[src/rtl/swfr_pkg.sv]
// package for the sync word frame receiver
// shared constants, state enum, command and status structs, sync byte function; no dependencies
package swfr_pkg;

   localparam int PACKET_LEN = 19;

   localparam int HELD_W    = 5;
   localparam int IDLE_W    = 16;
   localparam int STORE_AW  = $clog2(PACKET_LEN);
   localparam int RSP_DW    = 24;

   localparam logic [HELD_W-1:0] PKT_LEN_C  = HELD_W'(PACKET_LEN);
   localparam logic [HELD_W-1:0] PKT_LAST_C = HELD_W'(PACKET_LEN - 1);
   localparam logic [HELD_W-1:0] SYNC_LEN_C = HELD_W'(3);

   localparam logic [23:0]       SYNC_WORD   = 24'h550100;
   localparam logic [7:0]        SYNC_B0     = 8'h55;
   localparam logic [7:0]        SYNC_B1     = 8'h01;
   localparam logic [7:0]        SYNC_B2     = 8'h00;
   localparam logic [IDLE_W-1:0] IDLE_MAX    = 16'hffff;
   localparam logic [IDLE_W-1:0] TIMEOUT_RST = 16'd100;

   // request opcode
   localparam logic OP_BYTE = 1'b0;
   localparam logic OP_TICK = 1'b1;

   // result kind
   localparam logic EV_FRAME_BYTE = 1'b0;
   localparam logic EV_DISCARD    = 1'b1;

   typedef enum logic [0:0] {
      ST_IDLE,
      ST_SEND
   } state_type;

   typedef struct packed {
      logic accept;     // request taken this cycle
      logic load_next;  // current result taken, load the following frame byte
   } command_type;

   typedef struct packed {
      logic emit_frame;    // request completes a frame
      logic emit_discard;  // request times out a partial frame
      logic out_last;      // result in the output register ends the run
   } status_type;

   // fixed leading bytes of every frame
   function automatic logic [7:0] sync_byte(input logic [HELD_W-1:0] idx);
      logic [7:0] b;
      case (idx)
         5'd0:    b = SYNC_B0;
         5'd1:    b = SYNC_B1;
         default: b = SYNC_B2;
      endcase
      return b;
   endfunction

endpackage

[src/rtl/swfr_ctrl.sv]
// controller state machine of the sync word frame receiver
// depends on swfr_pkg
module swfr_ctrl import swfr_pkg::*; (
   input  logic        clock,
   input  logic        reset,
   input  logic        req_tvalid,
   output logic        req_tready,
   output logic        rsp_tvalid,
   input  logic        rsp_tready,
   input  status_type  status,
   output command_type cmd
);

   state_type state_ff, state_in;

   always_ff @(posedge clock) begin
      if (reset) begin
         state_ff <= ST_IDLE;
      end else begin
         state_ff <= state_in;
      end
   end

   always_comb begin
      state_in = state_ff;
      unique case (state_ff)
         ST_IDLE: begin
            if (req_tvalid && (status.emit_frame || status.emit_discard)) begin
               state_in = ST_SEND;
            end
         end
         ST_SEND: begin
            if (rsp_tready && status.out_last) begin
               state_in = ST_IDLE;
            end
         end
         default: state_in = ST_IDLE;
      endcase
   end

   always_comb begin
      req_tready    = 1'b0;
      rsp_tvalid    = 1'b0;
      cmd.accept    = 1'b0;
      cmd.load_next = 1'b0;
      unique case (state_ff)
         ST_IDLE: begin
            req_tready = 1'b1;
            cmd.accept = req_tvalid;
         end
         ST_SEND: begin
            rsp_tvalid    = 1'b1;
            cmd.load_next = rsp_tready && !status.out_last;
         end
         default: ;
      endcase
   end

endmodule

[src/rtl/swfr_datapath.sv]
// datapath of the sync word frame receiver: history, counters, frame store,
// timeout register and result register; depends on swfr_pkg
module swfr_datapath import swfr_pkg::*; (
   input  logic              clock,
   input  logic              reset,
   input  logic              csr_wr_en,
   input  logic [15:0]       csr_wr_data,
   input  logic              req_opcode,
   input  logic [7:0]        req_byte,
   input  command_type       cmd,
   output status_type        status,
   output logic              out_kind,
   output logic [HELD_W-1:0] out_idx,
   output logic [7:0]        out_val,
   output logic [HELD_W-1:0] out_held,
   output logic              out_last
);

   logic [23:0]       hist_ff, hist_in;
   logic              cap_ff, cap_in;
   logic [HELD_W-1:0] held_ff, held_in;
   logic [IDLE_W-1:0] idle_ff, idle_in;
   logic [IDLE_W-1:0] timeout_ff;
   logic [7:0]        store_ff [PACKET_LEN];

   logic              kind_ff;
   logic [HELD_W-1:0] idx_ff;
   logic [7:0]        val_ff;
   logic [HELD_W-1:0] oheld_ff;
   logic              last_ff;

   logic              is_tick;
   logic [IDLE_W-1:0] idle_inc;
   logic [HELD_W-1:0] held_inc;
   logic [23:0]       hist_new;
   logic              sync_hit;
   logic              sync_char;
   logic              store_wr;
   logic [HELD_W-1:0] nidx;
   logic [7:0]        nval;

   assign is_tick   = (req_opcode == OP_TICK);
   assign idle_inc  = (idle_ff == IDLE_MAX) ? idle_ff : idle_ff + IDLE_W'(1);
   assign held_inc  = held_ff + HELD_W'(1);
   assign hist_new  = {hist_ff[15:0], req_byte};
   assign sync_hit  = (hist_new == SYNC_WORD);
   assign sync_char = (req_byte == SYNC_B0) || (req_byte == SYNC_B1) ||
                      (req_byte == SYNC_B2);

   assign status.emit_discard = is_tick && cap_ff && (idle_inc > timeout_ff);
   assign status.emit_frame   = !is_tick && cap_ff && !sync_hit && (held_inc >= PKT_LEN_C);
   assign status.out_last     = last_ff;

   assign store_wr = cmd.accept && !is_tick && cap_ff && (held_ff < PKT_LEN_C);

   // next frame byte for the result register; leading bytes are the sync word
   assign nidx = idx_ff + HELD_W'(1);
   assign nval = (nidx < SYNC_LEN_C) ? sync_byte(nidx) : store_ff[nidx[STORE_AW-1:0]];

   always_comb begin
      hist_in = hist_ff;
      cap_in  = cap_ff;
      held_in = held_ff;
      idle_in = idle_ff;
      if (cmd.accept) begin
         if (is_tick) begin
            idle_in = idle_inc;
            if (status.emit_discard) begin
               cap_in  = 1'b0;
               held_in = '0;
            end
         end else begin
            idle_in = '0;
            if (!cap_ff) begin
               if (sync_char) begin
                  hist_in = hist_new;
                  if (sync_hit) begin
                     held_in = SYNC_LEN_C;
                     cap_in  = 1'b1;
                  end
               end else begin
                  held_in = '0;
               end
            end else begin
               hist_in = hist_new;
               if (sync_hit) begin
                  held_in = SYNC_LEN_C;
               end else if (held_inc >= PKT_LEN_C) begin
                  cap_in  = 1'b0;
                  held_in = '0;
               end else begin
                  held_in = held_inc;
               end
            end
         end
      end
   end

   always_ff @(posedge clock) begin
      if (reset) begin
         hist_ff    <= '0;
         cap_ff     <= 1'b0;
         held_ff    <= '0;
         idle_ff    <= '0;
         timeout_ff <= TIMEOUT_RST;
      end else begin
         hist_ff <= hist_in;
         cap_ff  <= cap_in;
         held_ff <= held_in;
         idle_ff <= idle_in;
         if (csr_wr_en) begin
            timeout_ff <= csr_wr_data;
         end
      end
   end

   always_ff @(posedge clock) begin
      if (store_wr) begin
         store_ff[held_ff[STORE_AW-1:0]] <= req_byte;
      end
   end

   // result register
   always_ff @(posedge clock) begin
      if (cmd.accept && status.emit_discard) begin
         kind_ff  <= EV_DISCARD;
         idx_ff   <= '0;
         val_ff   <= '0;
         oheld_ff <= held_ff;
         last_ff  <= 1'b1;
      end else if (cmd.accept && status.emit_frame) begin
         kind_ff  <= EV_FRAME_BYTE;
         idx_ff   <= '0;
         val_ff   <= sync_byte('0);
         oheld_ff <= '0;
         last_ff  <= 1'b0;
      end else if (cmd.load_next) begin
         idx_ff  <= nidx;
         val_ff  <= nval;
         last_ff <= (nidx == PKT_LAST_C);
      end
   end

   assign out_kind = kind_ff;
   assign out_idx  = idx_ff;
   assign out_val  = val_ff;
   assign out_held = oheld_ff;
   assign out_last = last_ff;

endmodule

[src/rtl/sync_word_frame_receiver_core.sv]
// top level of the sync word frame receiver: controller plus datapath
// depends on swfr_pkg, swfr_ctrl, swfr_datapath
// results: a request that completes a frame or times one out shows its first
//   result in the cycle after it is taken; any other request leaves the core idle
// throughput: one request at a time; a frame streams one byte per cycle while
//   rsp_tready is high, and a frame of PACKET_LEN = 19 bytes holds off requests
// reset: synchronous, active high; clears history, counters and state machine,
//   loads the timeout with 100; the frame store needs no clearing
module sync_word_frame_receiver_core import swfr_pkg::*; (
   input  logic              clock,
   input  logic              reset,
   // configuration: idle timeout in ticks
   input  logic              csr_wr_en,
   input  logic [15:0]       csr_wr_data,
   // request channel
   input  logic              req_tvalid,
   output logic              req_tready,
   input  logic [7:0]        req_tdata,   // [7:0] rx_byte
   input  logic [0:0]        req_tuser,   // [0] opcode
   // result channel
   output logic              rsp_tvalid,
   input  logic              rsp_tready,
   output logic [RSP_DW-1:0] rsp_tdata,   // [4:0] byte_index, [12:5] byte_value,
                                          // [17:13] held_count, [23:18] zero
   output logic [0:0]        rsp_tuser,   // [0] event_kind
   output logic              rsp_tlast    // last
);

   command_type       cmd;
   status_type        status;
   logic              out_kind;
   logic [HELD_W-1:0] out_idx;
   logic [7:0]        out_val;
   logic [HELD_W-1:0] out_held;
   logic              out_last;

   // state machine: takes requests while idle, streams results otherwise
   swfr_ctrl u_ctrl (
      .clock      (clock),
      .reset      (reset),
      .req_tvalid (req_tvalid),
      .req_tready (req_tready),
      .rsp_tvalid (rsp_tvalid),
      .rsp_tready (rsp_tready),
      .status     (status),
      .cmd        (cmd)
   );

   // sync hunt, capture, idle timer and frame store
   swfr_datapath u_dp (
      .clock       (clock),
      .reset       (reset),
      .csr_wr_en   (csr_wr_en),
      .csr_wr_data (csr_wr_data),
      .req_opcode  (req_tuser[0]),
      .req_byte    (req_tdata),
      .cmd         (cmd),
      .status      (status),
      .out_kind    (out_kind),
      .out_idx     (out_idx),
      .out_val     (out_val),
      .out_held    (out_held),
      .out_last    (out_last)
   );

   // pack the result register onto the stream
   assign rsp_tdata = {6'd0, out_held, out_val, out_idx};
   assign rsp_tuser = out_kind;
   assign rsp_tlast = out_last;

endmodule

[config.mk]
export PLATFORM = sky130hd
export DESIGN_NAME = sync_word_frame_receiver_core
export DESIGN_NICKNAME = d
export VERILOG_FILES = /design/src/rtl/swfr_pkg.sv /design/src/rtl/swfr_ctrl.sv /design/src/rtl/swfr_datapath.sv /design/src/rtl/sync_word_frame_receiver_core.sv
export SDC_FILE = /design/constraint.sdc
export NUM_CORES = 1
export LEC_CHECK = 0
export BUFFER_PORTS_ARGS = -buffer_cell sky130_fd_sc_hd__buf_2
export CORE_UTILIZATION = 40
export DETAILED_ROUTE_END_ITERATION = 8
export PLACE_DENSITY = 0.6
export SLEW_MARGIN = 20
export SYNTH_ARGS = -nofsm -noshare
export SYNTH_HDL_FRONTEND = slang
export SYNTH_HIERARCHICAL = 1
export SYNTH_SLANG_ARGS = --single-unit
[constraint.sdc]
create_clock -name clock -period 7.4 [get_ports clock]
set_input_delay 2.22 -clock clock [delete_from_list [all_inputs] [get_ports clock]]
set_output_delay 2.22 -clock clock [all_outputs]
set_load 0.05 [all_outputs]
== Word level (Yosys, flattened, before mapping) ==
Memories as Yosys holds them, arrays and structs flattened.
Index checks and enable logic that the tools add are counted.
Word-level totals
  register bits after elaboration: 75
  RAM bits: 152
  bits of input ports: 30
  output and inout bits: 28
  logic and storage cells: 93
  memories: 1
Cells by class
  add/subtract/negate cells: 3
  $lt $le $gt $ge: 4
  equality and inequality tests: 8
  multiplexer cells: 35
  bitwise logic cells: 2
  reductions and logical operators: 28
Memories
  u_dp.store_ff: words 19, width 8, rd ports 1, clocked after Yosys merged registers in 0, write ports 1, line swfr_datapath.sv:24  | logic [7:0] store_ff [PACKET_LEN];
Operator list (number)
  two-way mux 16 bit: 4
  two-way mux 5 bit: 9
  == test 24 x 23 -> 1 bit, second input constant: 1
  two-way mux 1 bit: 17
  adder 16 x 1 -> 16 bit, second input constant: 1
  == test 16 bit, second input constant: 1
  > comparator 16 bit: 1
  two-way mux 7 bit: 2
  one-hot mux 7 bit (2 select lines): 1
  logical AND 1 bit: 13
  adder 5 x 1 -> 5 bit, second input constant: 2
  == test 8 x 1 -> 1 bit, second input constant: 1
  == test 8 x 7 -> 1 bit, second input constant: 1
  logical NOT 8 bit: 1
  two-way mux 8 bit: 1
  AND reduction 3 bit: 2
  nonzero test 2 bit: 3
  == test 5 x 1 -> 1 bit, second input constant: 1
  == test 5 bit, second input constant: 1
  >= comparator 5 bit, second input constant: 1
  logical NOT 5 bit: 1
  < comparator 5 x 2 -> 1 bit, second input constant: 1
  < comparator 5 bit, second input constant: 1
  inequality test 4 x 2 -> 1 bit, second input constant: 1
  7 further kinds: 12

== Depth between registers and ports, before layout ==
Gate-level depths: netlist of the first run.
  depth after elaboration: 8
  gate-level depth with buffers: 16
  mapped depth without buffers: 16

== By module ==
Netlist of the first run, hierarchy kept.
Modules (own cells, without submodules)
  swfr_datapath: times used 1, cells an instance 740, area an instance 9384.0 µm², seq. area each 5645.4 µm²
  swfr_ctrl: times used 1, cells an instance 7, area an instance 58.8 µm², seq. area each 20.0 µm²
  sync_word_frame_receiver_core: times used 1, cells an instance 7, area an instance 48.8 µm², seq. area each 0.0 µm²

== Least setup slack after synthesis of the first run ==
No wires, ideal clock.
  path type: input-to-reg
  from: input port req_tdata[6]
  to: register u_dp.held_ff[0]
  library setup time: 0.117 ns
  arrival time: 4.116 ns
  data required time: 7.283 ns
  slack: 3.167 ns
  stages on the path: 8
  path buffers: 1
  path through: or3_1 or4b_4 nor4_4 nand2b_1 a22oi_1 a211o_1 buf_6 a32o_1
On the way
  word-level cells in the longest chain between the ends: 6
  elaborated cells between the ends (all ways): 12
  classes of those cells: eq/ne: 4; mux: 4; reduce/logical: 4
Ends and longest elaborated chain
  start, declared: line sync_word_frame_receiver_core.sv:18  | input logic [7:0] req_tdata,
  == test 8 x 7 -> 1 bit / == test 8 x 1 -> 1 bit (equally long branches): line swfr_datapath.sv:47  | assign sync_char = (req_byte == SYNC_B0) || (req_byte == SYNC_B1) ||
  logical OR 1 bit (2 in a row): line swfr_datapath.sv:47
  two-way mux 5 bit: line swfr_datapath.sv:75  | if (sync_char) begin
  two-way mux 5 bit: line swfr_datapath.sv:74  | if (!cap_ff) begin
  two-way mux 5 bit: line swfr_datapath.sv:66  | if (is_tick) begin
  end signal, assigned: line swfr_datapath.sv:109  | held_ff <= held_in;
  end, declared: line swfr_datapath.sv:21  | logic [HELD_W-1:0] held_ff, held_in;
Parallel ways exist; a longest one is shown, timed or not.
A chain may end at the register's enable or synchronous reset.

== Final worst setup path of the first run ==
  from: register u_dp.idle_ff[2]
  to: register u_dp.oheld_ff[2] (netlist: u_dp/out_held[2]), enable pin
On the way
  word-level cells in the longest chain between the ends: 6
  elaborated cells between the ends (all ways): 7
  classes of those cells: add/sub: 1; order compare: 1; eq/ne: 1; mux: 1; reduce/logical: 3
Ends and longest elaborated chain
  start, declared: line swfr_datapath.sv:22  | logic [IDLE_W-1:0] idle_ff, idle_in;
  start signal, assigned: line swfr_datapath.sv:110  | idle_ff <= idle_in;
  adder 16 x 1 -> 16 bit / == test 16 bit (equally long branches): line swfr_datapath.sv:43  | assign idle_inc = (idle_ff == IDLE_MAX) ? idle_ff : idle_ff + IDLE_W'(1);
  two-way mux 16 bit (*): line swfr_datapath.sv:43
  > comparator 16 bit (*): line swfr_datapath.sv:50  | assign status.emit_discard = is_tick && cap_ff && (idle_inc > timeout_ff);
  logical AND 1 bit (*): line swfr_datapath.sv:50
  logical AND 1 bit (*): line swfr_datapath.sv:125  | if (cmd.accept && status.emit_discard) begin
  nonzero test 2 bit (no source line) (*)
  end signal, assigned: line swfr_datapath.sv:129  | oheld_ff <= held_ff;
  end, declared: line swfr_datapath.sv:29  | logic [HELD_W-1:0] oheld_ff;
Every way passes the cells marked *; elsewhere a longest branch is shown, timed or not.

==> results.txt, run 1 <==
Measured against its own limit, the worst slew margin works out to 42.9%. The slew at the pin closest to its max-slew limit is 0.836 ns, and the final setup skew is 0.0261 ns. Setup repair after global routing left no endpoint under its margin.

Counting flops with a built-in enable in the synthesized netlist gives 142. The floorplan step set the die height to 156 um. The clock network is responsible for 41.6% of the overall power. Of all flip-flops after synthesis, the portion carrying an async set or reset was 0%. Setup violations remaining at the end of the flow were counted as 0. The tools report the timing-limited maximum frequency as 215 MHz. Combinational logic is responsible for 9.0% of the overall power.

For this block, the via count after detailed routing is 6000. The number of gates resized after CTS was 0. The xor and xnor area share after synthesis was 2.31%. Max-cap violations in this run came to 0. The most instantiated flip-flop cell in the synthesis netlist was edfxtp_1. No sink is reached through more buffers than the 3 on the longest clock path. The tree is rooted in a clkbuf_16. The first detailed-routing pass ran for 7 iterations. The tools report the highest ir drop seen on vdd as 0.240 mV. The portion of netlist area occupied by mux cells is 12.5%, and the initial standard-cell utilization of the core is 40.6%. Combinational family with the most area after synthesis: simple AND/OR/NAND/NOR gates.

The overall die width came out at 156 um. The power per unit of standard cell area is 242 nW/um2. Class of the most critical hold timing path: flip-flop to flip-flop.

Leaving out fill and tap cells, the most frequent cell in the layout is edfxtp_1. For this block, the initial DRC count from the detailed router was 530. The switching share of power was 22.9%. The kind of start point of the critical path was a flip-flop.

The run finished, with violations left. At the later pin of the worst-skew pair, clock insertion delay measures 0.51 ns. Remaining number of nets flagged by the antenna check after routing: 0.

The logs give 2162 for the fill cell total of the finished layout and 17.4% for the global-route usage over all layers. For the worst setup path, the data arrival time is 4.81 ns. The synthesis-to-layout area growth was 13.2%. The number of antenna repair diodes is 0. Count of unresolved DRC violations after routing: 1.

The flop and latch count out of synthesis was 212; the total negative setup slack was 0 ns. The internal power of the cells was 2010 uW. TritonCTS built the clock tree.

The first global-routing pass estimated 32500 um of wire. The max-slew violation total from the final report is 0, and the placement-stage worst setup slack is 2.51 ns. Fraction of the mapped netlist area in compound gates: 6.26%.

The logs give 14100 um for the half-perimeter wire length after detailed placement and 23 for the number of buffers created by CTS. The tools report the kind of end point of the critical path as a flip-flop. Pin placement for this block handled 58 I/O pins. Count of H-tree levels built during CTS: 1.

At the worst endpoint, the required time is 7.54 ns. Of all nets on the critical path, the largest fanout is 14. The synthesized netlist devotes 3.30% of its cell area to adder and majority cells.

Of the total synthesized cell area, the portion taken by AND, OR, NAND and NOR gates is 12.6%. Buffers added to address setup during post-CTS repair amount to 0. The initialized floorplan defines 56 standard-cell rows. Using the TritonRoute via totals, the vias-per-cell ratio works out to 5.29. The final worst-path setup slack is 2.74 ns. The number of warnings reported in the yosys synthesis log was 6; the count of mapped cells out of synthesis was 754.

The final weighted congestion of routability-driven global placement is 0.822. The part of the cycle the worst path needs was 63.0%. The die footprint is 24300 um2, and the maximum number of pins on one net before global-route repair is 52.

Clock-pin slew was measured on the worst setup and hold paths at 0.06 ns. The synthesized netlist occupies a cell area of 9490 um2. The run gives 0 as the number of hold violations in the final report. The tools report the core region area as 23400 um2.

The tools report the via count of the first global-routing pass as 5738. Of the cells placed in the final design, the portion with a size suffix greater than 1 is 16.3%. The portion of total power attributed to sequential cells was 49.4%. For this run the aggregate overflow at the end of global routing stands at 0.

The logs give 595 uW for the net switching power of the design and 0.00388 uW for the leakage power. For this design, the sink count on the clock tree is 212. In the final routed layout, each cell accounts on average for 18.4 um.

The routed wire length is 20900 um, and the final net count is 854. In this run the tool buffered the top-level ports with 51 buffer cells. The sequential fraction of the synthesis area is 59.7%. The critical path in this run is classified as flip-flop to flip-flop. The final reports fail on DRC. The initial antenna violation count is 1. In the layout the commonest cells are 142 x edfxtp_1, 69 x dfxtp_1, 67 x nor2_1. Post-synthesis area per instance: 12.6 um2. The synthesized netlist contains 53 unique library cells.

After layout, the minimum clock period comes to 4.66 ns. The number of hold buffers added after cts is 0.
[flip-flops by register name (all words and copies together), names as in the netlist]
| register | flops |
|---|---|
| u_dp/out_val | 8 |
| u_dp/out_idx | 5 |
| u_dp/store_ff | 137 |
| u_dp/out_last | 1 |
| u_dp/timeout_ff | 16 |
| u_dp/out_held | 5 |
| u_dp/held_ff | 5 |
| u_dp/cap_ff | 1 |
| u_dp/out_kind | 1 |
| u_dp/idle_ff | 16 |
| u_dp/hist_ff | 16 |
| u_ctrl/state_ff | 1 |
[area by class of cell]
type | count | area (um2) | share of cell area, %
Clock buffer | 30 | 602 | 5.60
Timing Repair Buffer | 58 | 308 | 2.87
Sequential cell | 212 | 5670 | 52.7
Tap cell | 319 | 399 | 3.72
Multi-Input combinational cell | 476 | 3550 | 33.0
Clock inverter | 11 | 113 | 1.05
Inverter | 28 | 105 | 0.978
[power groups by stage]
stage / clock network, uW / logic [uW] / registers, uW
after global placement: 0 / 235 / 1310
after floorplan: 0 / 163 / 1310
after CTS: 1110 / 238 / 1290
final: 1080 / 235 / 1280
after detailed placement: 0 / 237 / 1310
after global routing: 1160 / 254 / 1290
[Yosys cell counts, drive strengths merged, types with 15 or more instances]
master	count	area, um2
dfxtp	70	1400
clkbuf	26	97.6
nand2b	16	100
buf	17	105
mux2i	49	490
xnor2	15	131
edfxtp	142	4260
inv	27	101
mux4	28	631
ha	25	313
nand2	48	180
nand3	29	145
o21ai	18	90.1
nor2	67	251
a21oi	39	195
[metal layers]
metal,global-route usage [%],vias to the layer above,part of all wire (%)
met5,0,-,0.081
met4,4.25,2,1.4
met3,2.61,23,5.0
met2,27.9,163,46
met1,24.8,2923,48
li1,-,2889,-
[final timing paths]
path | from | end | slack (ns) | cells past startpoint
max | u_dp/idle_ff[2] | u_dp/out_held[2] | 2.74 | 13
min | u_dp/out_val[7] | u_dp/out_val[7] | 0.48 | 2
max reg2reg | u_dp/idle_ff[2] | u_dp/out_held[2] | 2.74 | 13
min reg2reg | u_dp/out_val[7] | u_dp/out_val[7] | 0.48 | 2
[per-stage QoR]
stage	utilization, %	total power, uW	cell area (um2)	instances	hold WS (ns)
2_1_floorplan	-	1480	9510	759	0.449
5_1_grt	45.9	2700	10700	1134	0.501
4_1_cts	45.9	2630	10700	1134	0.480
3_3_place_gp	42.9	1550	10000	1093	0.462
3_5_place_dp	42.9	1550	10000	1093	0.470
6_report	45.9	2600	10700	1134	0.480
[critical path: stages (launching register included)]
cell	delay [ns]
dfxtp_1	0.45
and3_1	0.28
nand4_1	0.27
nor3_1	0.39
a31oi_1	0.33
and3_1	0.31
xor2_1	0.19
ha_1	0.29
a21oi_1	0.17
a21oi_1	0.08
a2111oi_0	0.75
a211oi_1	0.17
buf_4	0.22
nand2b_1	0.40
[kinds of logic after synthesis]
group,Yosys count
and+or+nand+nor,238
DFF,212
AOI/OAI and AO/OA,99
muxes,83
buffers and inverters,71
adders and majority gates,25
xor gates and xnor gates,25
other,1
Power figures use the tool's default switching activity.
==> run 2, diff against run 1 <==
==> constraint.sdc (replaced) <==
create_clock -name clock -period 4.5 [get_ports clock]
set_input_delay 1.35 -clock clock [delete_from_list [all_inputs] [get_ports clock]]
set_output_delay 1.35 -clock clock [all_outputs]
set_load 0.05 [all_outputs]
==> run 2 against run 1 <==
- the run still ends with DRC left
- cell area rose by 1.9%
- final cell count increased by 1.7%
- first-iteration DRC count fell by 18%
- setup slack got worse by 2.5 ns
- via count up 1.7%
- combinational power rose by 65%
- clock skew down 0.015 ns
- utilization rose by 0.89 points
- maximum frequency rose by 9.9%
- routed wire length is 3.1% higher
- global-route usage up 0.55 points
==> results.txt, run 2 (synthesized netlist as in run 1, its figures left out) <==
The post-CTS setup buffer count was 0 (unchanged); the internal power of the cells was 3400 uW (+69%). The category of the critical setup timing path is flip-flop to flip-flop. The final net count was 871 (+2.0%); the switching share of power was 23.1% (+0.27 points). The depth of the worst register-to-register path was 14 (+1); the time the final worst path needs with I/O delays and setup was 4.24 ns (-0.422 ns).

The data required time of the worst path came out at 4.91 ns (-2.63 ns). The portion of total power attributed to sequential cells was 47.7% (-1.7 points). The run gives 0.26 ns (-2.48 ns) as the register-to-register setup slack.

The tools report the portion of total power attributed to combinational logic as 8.7% (-0.3 points). The tools report the fill cell total of the finished layout as 2184 (+1.0%). The final weighted congestion of routability-driven global placement is 0.826 (+0.47%). The number of setup violations in the final report is 0 (unchanged), and the number of buffers created by CTS is 24 (+4.3%). The run finished, with violations left. The via count of the first global-routing pass is 5868 (+2.3%), and the post-route cell area is 11000 um2 (+1.9%). Leakage power: 0.00401 uW (+3.3%).

The logs give 1 (unchanged) for the count of unresolved DRC violations after routing and 0 (unchanged) for the number of antenna repair diodes. The tools report the iteration-0 DRC count of the detailed router as 436 (-18%). The library cell used most frequently in the layout, excluding fill and tap cells, is edfxtp_1. The standard-cell row count is 56 (unchanged), and the timing-limited maximum frequency is 236 MHz (+9.9%). The tools report the global-route usage over all layers as 18.0% (+0.55 points).

For the routed wire length, the log shows 21500 um (+3.1%). Routed signal wires occupy layers up through met4. The die extent in y is 156 um (unchanged), and the total length of routed met3 wires is 998 um (-4.5%).

The depth of the worst hold-timing path was 1 (-1); the buffer depth of the longest clock path was 3 (unchanged). The number of hold violations in the final report is 0 (unchanged). The logs give 1020 uW (+72%) for the net switching power of the design and 1 (unchanged) for the count of H-tree levels built during CTS. The share of layout cells above drive strength 1 was 18.8% (+2.5 points). The tightest min-delay check is of the flip-flop to flip-flop type. The critical-path maximum fanout was 12 (-2). The run gives 24300 um2 (unchanged) as the die footprint. The worst register-to-register path ends at u_dp/held_ff[0].

The flip-flop count of the largest register, all copies and words added was 137 (unchanged); the number of I/O pins was 58 (unchanged). Share of power burned in the clock network: 43.6% (+2.0 points). The global-route wire length before repair is 33500 um (+3.1%), and the critical path arrival is 4.65 ns (-0.16 ns). The part of the cycle the worst path needs is 94.2% (+31 points), and the clock transition time at the flip-flop clock pins of the worst setup and hold paths is 0.06 ns (about the same). The run gives 44.8% (+1.9 points) as the relative slew slack. The path with the worst hold slack has its endpoint at u_dp/out_kind.

Half-perimeter wire length after detailed placement: 14300 um (+1.9%). Power per unit of standard cell area: 404 nW/um2 (+67%). The overall die width is 156 um (unchanged). The post-cts sizing count came out at 0 (unchanged).

For the initial antenna violation count, the log shows 0 (-1). TritonCTS built the clock tree. The remaining number of nets flagged by the antenna check after routing is 0 (unchanged).

The tools report the final setup skew as 0.0114 ns (-0.0146 ns). Area of placed instances: 10100 um2 (+1.2%). The final reports fail on DRC.

The logs give 10300 um (+6.9%) for the amount of wire on met2 after detailed routing and 0 (unchanged) for the final global-route overflow total. The maximum number of pins on one net before global-route repair was 51 (-1.9%). The launch instance of the worst min-delay path is u_dp/out_kind. The number of vias per cell came out at 5.29 (about the same). Kind of start point of the critical path: a flip-flop. The final core utilization is 46.8% (+0.89 points), and the total routed wire length on the met1 layer is 10000 um (+0.84%). The logs give 0 (unchanged) for the number of max-capacitance violations reported and 0.276 mV (+15%) for the highest ir drop seen on vdd. The count of input and output buffers was 51 (unchanged).

The initial standard-cell utilization of the core was 40.6% (unchanged). The slew at the pin closest to its max-slew limit is 0.824 ns (-0.0113 ns). The total number of vias came out at 6104 (+1.7%). The kind of end point of the critical path is a flip-flop. The run gives 0 (unchanged) as the max-slew violation total from the final report. The routed length per instance is 18.7 um (+1.4%), and the core region area is 23400 um2 (unchanged). The synthesis-to-layout area growth is 15.4%, and the number of sinks driven by the clock tree is 212 (unchanged). CTS root buffer: clkbuf_16. The number of hold buffers added after cts came out at 0 (unchanged).

Leaving out fill and tap cells, the most frequent cells in the layout are 142 x edfxtp_1, 69 x dfxtp_1, 67 x nor2_1. The tools report the launch instance of the worst register-to-register path as u_dp/idle_ff[0]. The clock latency of the later-clocked register in the worst-skew pair is 0.51 ns (about the same). Number of detailed-route iterations in the first pass: 6 (-1).
-- run 2: final cells by class --
cell class | instances | area, um2 | area share, %
multi-input combinational | 476 | 3570 | 32.6
timing repair buffer | 74 | 428 | 3.91
inverter | 28 | 105 | 0.960
tap | 319 | 399 | 3.64
sequential | 212 | 5670 | 51.7
clock inverter | 16 | 165 | 1.51
clock buffer | 28 | 616 | 5.62
-- run 2: power by group through the flow --
stage / Clock (uW) / Combinational (uW) / Sequential [uW]
4_1_cts: 1970 / 392 / 2110
5_1_grt: 2060 / 421 / 2110
2_1_floorplan: 0 / 268 / 2160
3_3_place_gp: 0 / 388 / 2150
6_report: 1930 / 387 / 2110
3_5_place_dp: 0 / 390 / 2150
-- run 2: metrics by stage --
step,worst slack [ns],cells,hold slack (ns),TNS (ns),power [uW]
after floorplan,0.554,759,0.449,0,2430
after global placement,0.322,1109,0.460,0,2540
after detailed placement,0.188,1109,0.465,0,2540
after CTS,0.198,1153,0.473,0,4480
after global routing,-0.0245,1153,0.491,-0.0245,4590
final,0.260,1153,0.466,0,4430
-- run 2: per-layer routing --
metal | track usage (%) | up-vias
li1 | - | 2915
met1 | 25.1 | 3016
met2 | 29.3 | 149
met3 | 2.67 | 24
met4 | 4.44 | 0
met5 | 0 | -
-- run 2: worst max-delay path by stage --
stage / start / slack [ns] / end
detailed placement: u_dp/idle_ff[0] / 0.19 / u_dp/out_held[0]
global route: u_dp/idle_ff[2] / -0.02 / u_dp/held_ff[0]
finish: u_dp/idle_ff[0] / 0.26 / u_dp/held_ff[0]
floorplan: u_dp/idle_ff[2] / 0.55 / u_dp/out_held[0]
global placement: u_dp/idle_ff[0] / 0.32 / u_dp/out_held[3]
CTS: u_dp/idle_ff[0] / 0.20 / u_dp/out_held[0]
-- run 2: critical path: stages (launching register included) --
cell and delay (ns):
dfxtp_1 0.42, ha_2 0.31, inv_1 0.10, or3_1 0.33, or3_1 0.51, nand2_2 0.23
nor2_1 0.09, xor2_1 0.15, ha_1 0.28, nand4_1 0.16, a2111oi_0 0.45, a21oi_1 0.18
and2_1 0.21, a211o_1 0.41, a32o_1 0.29
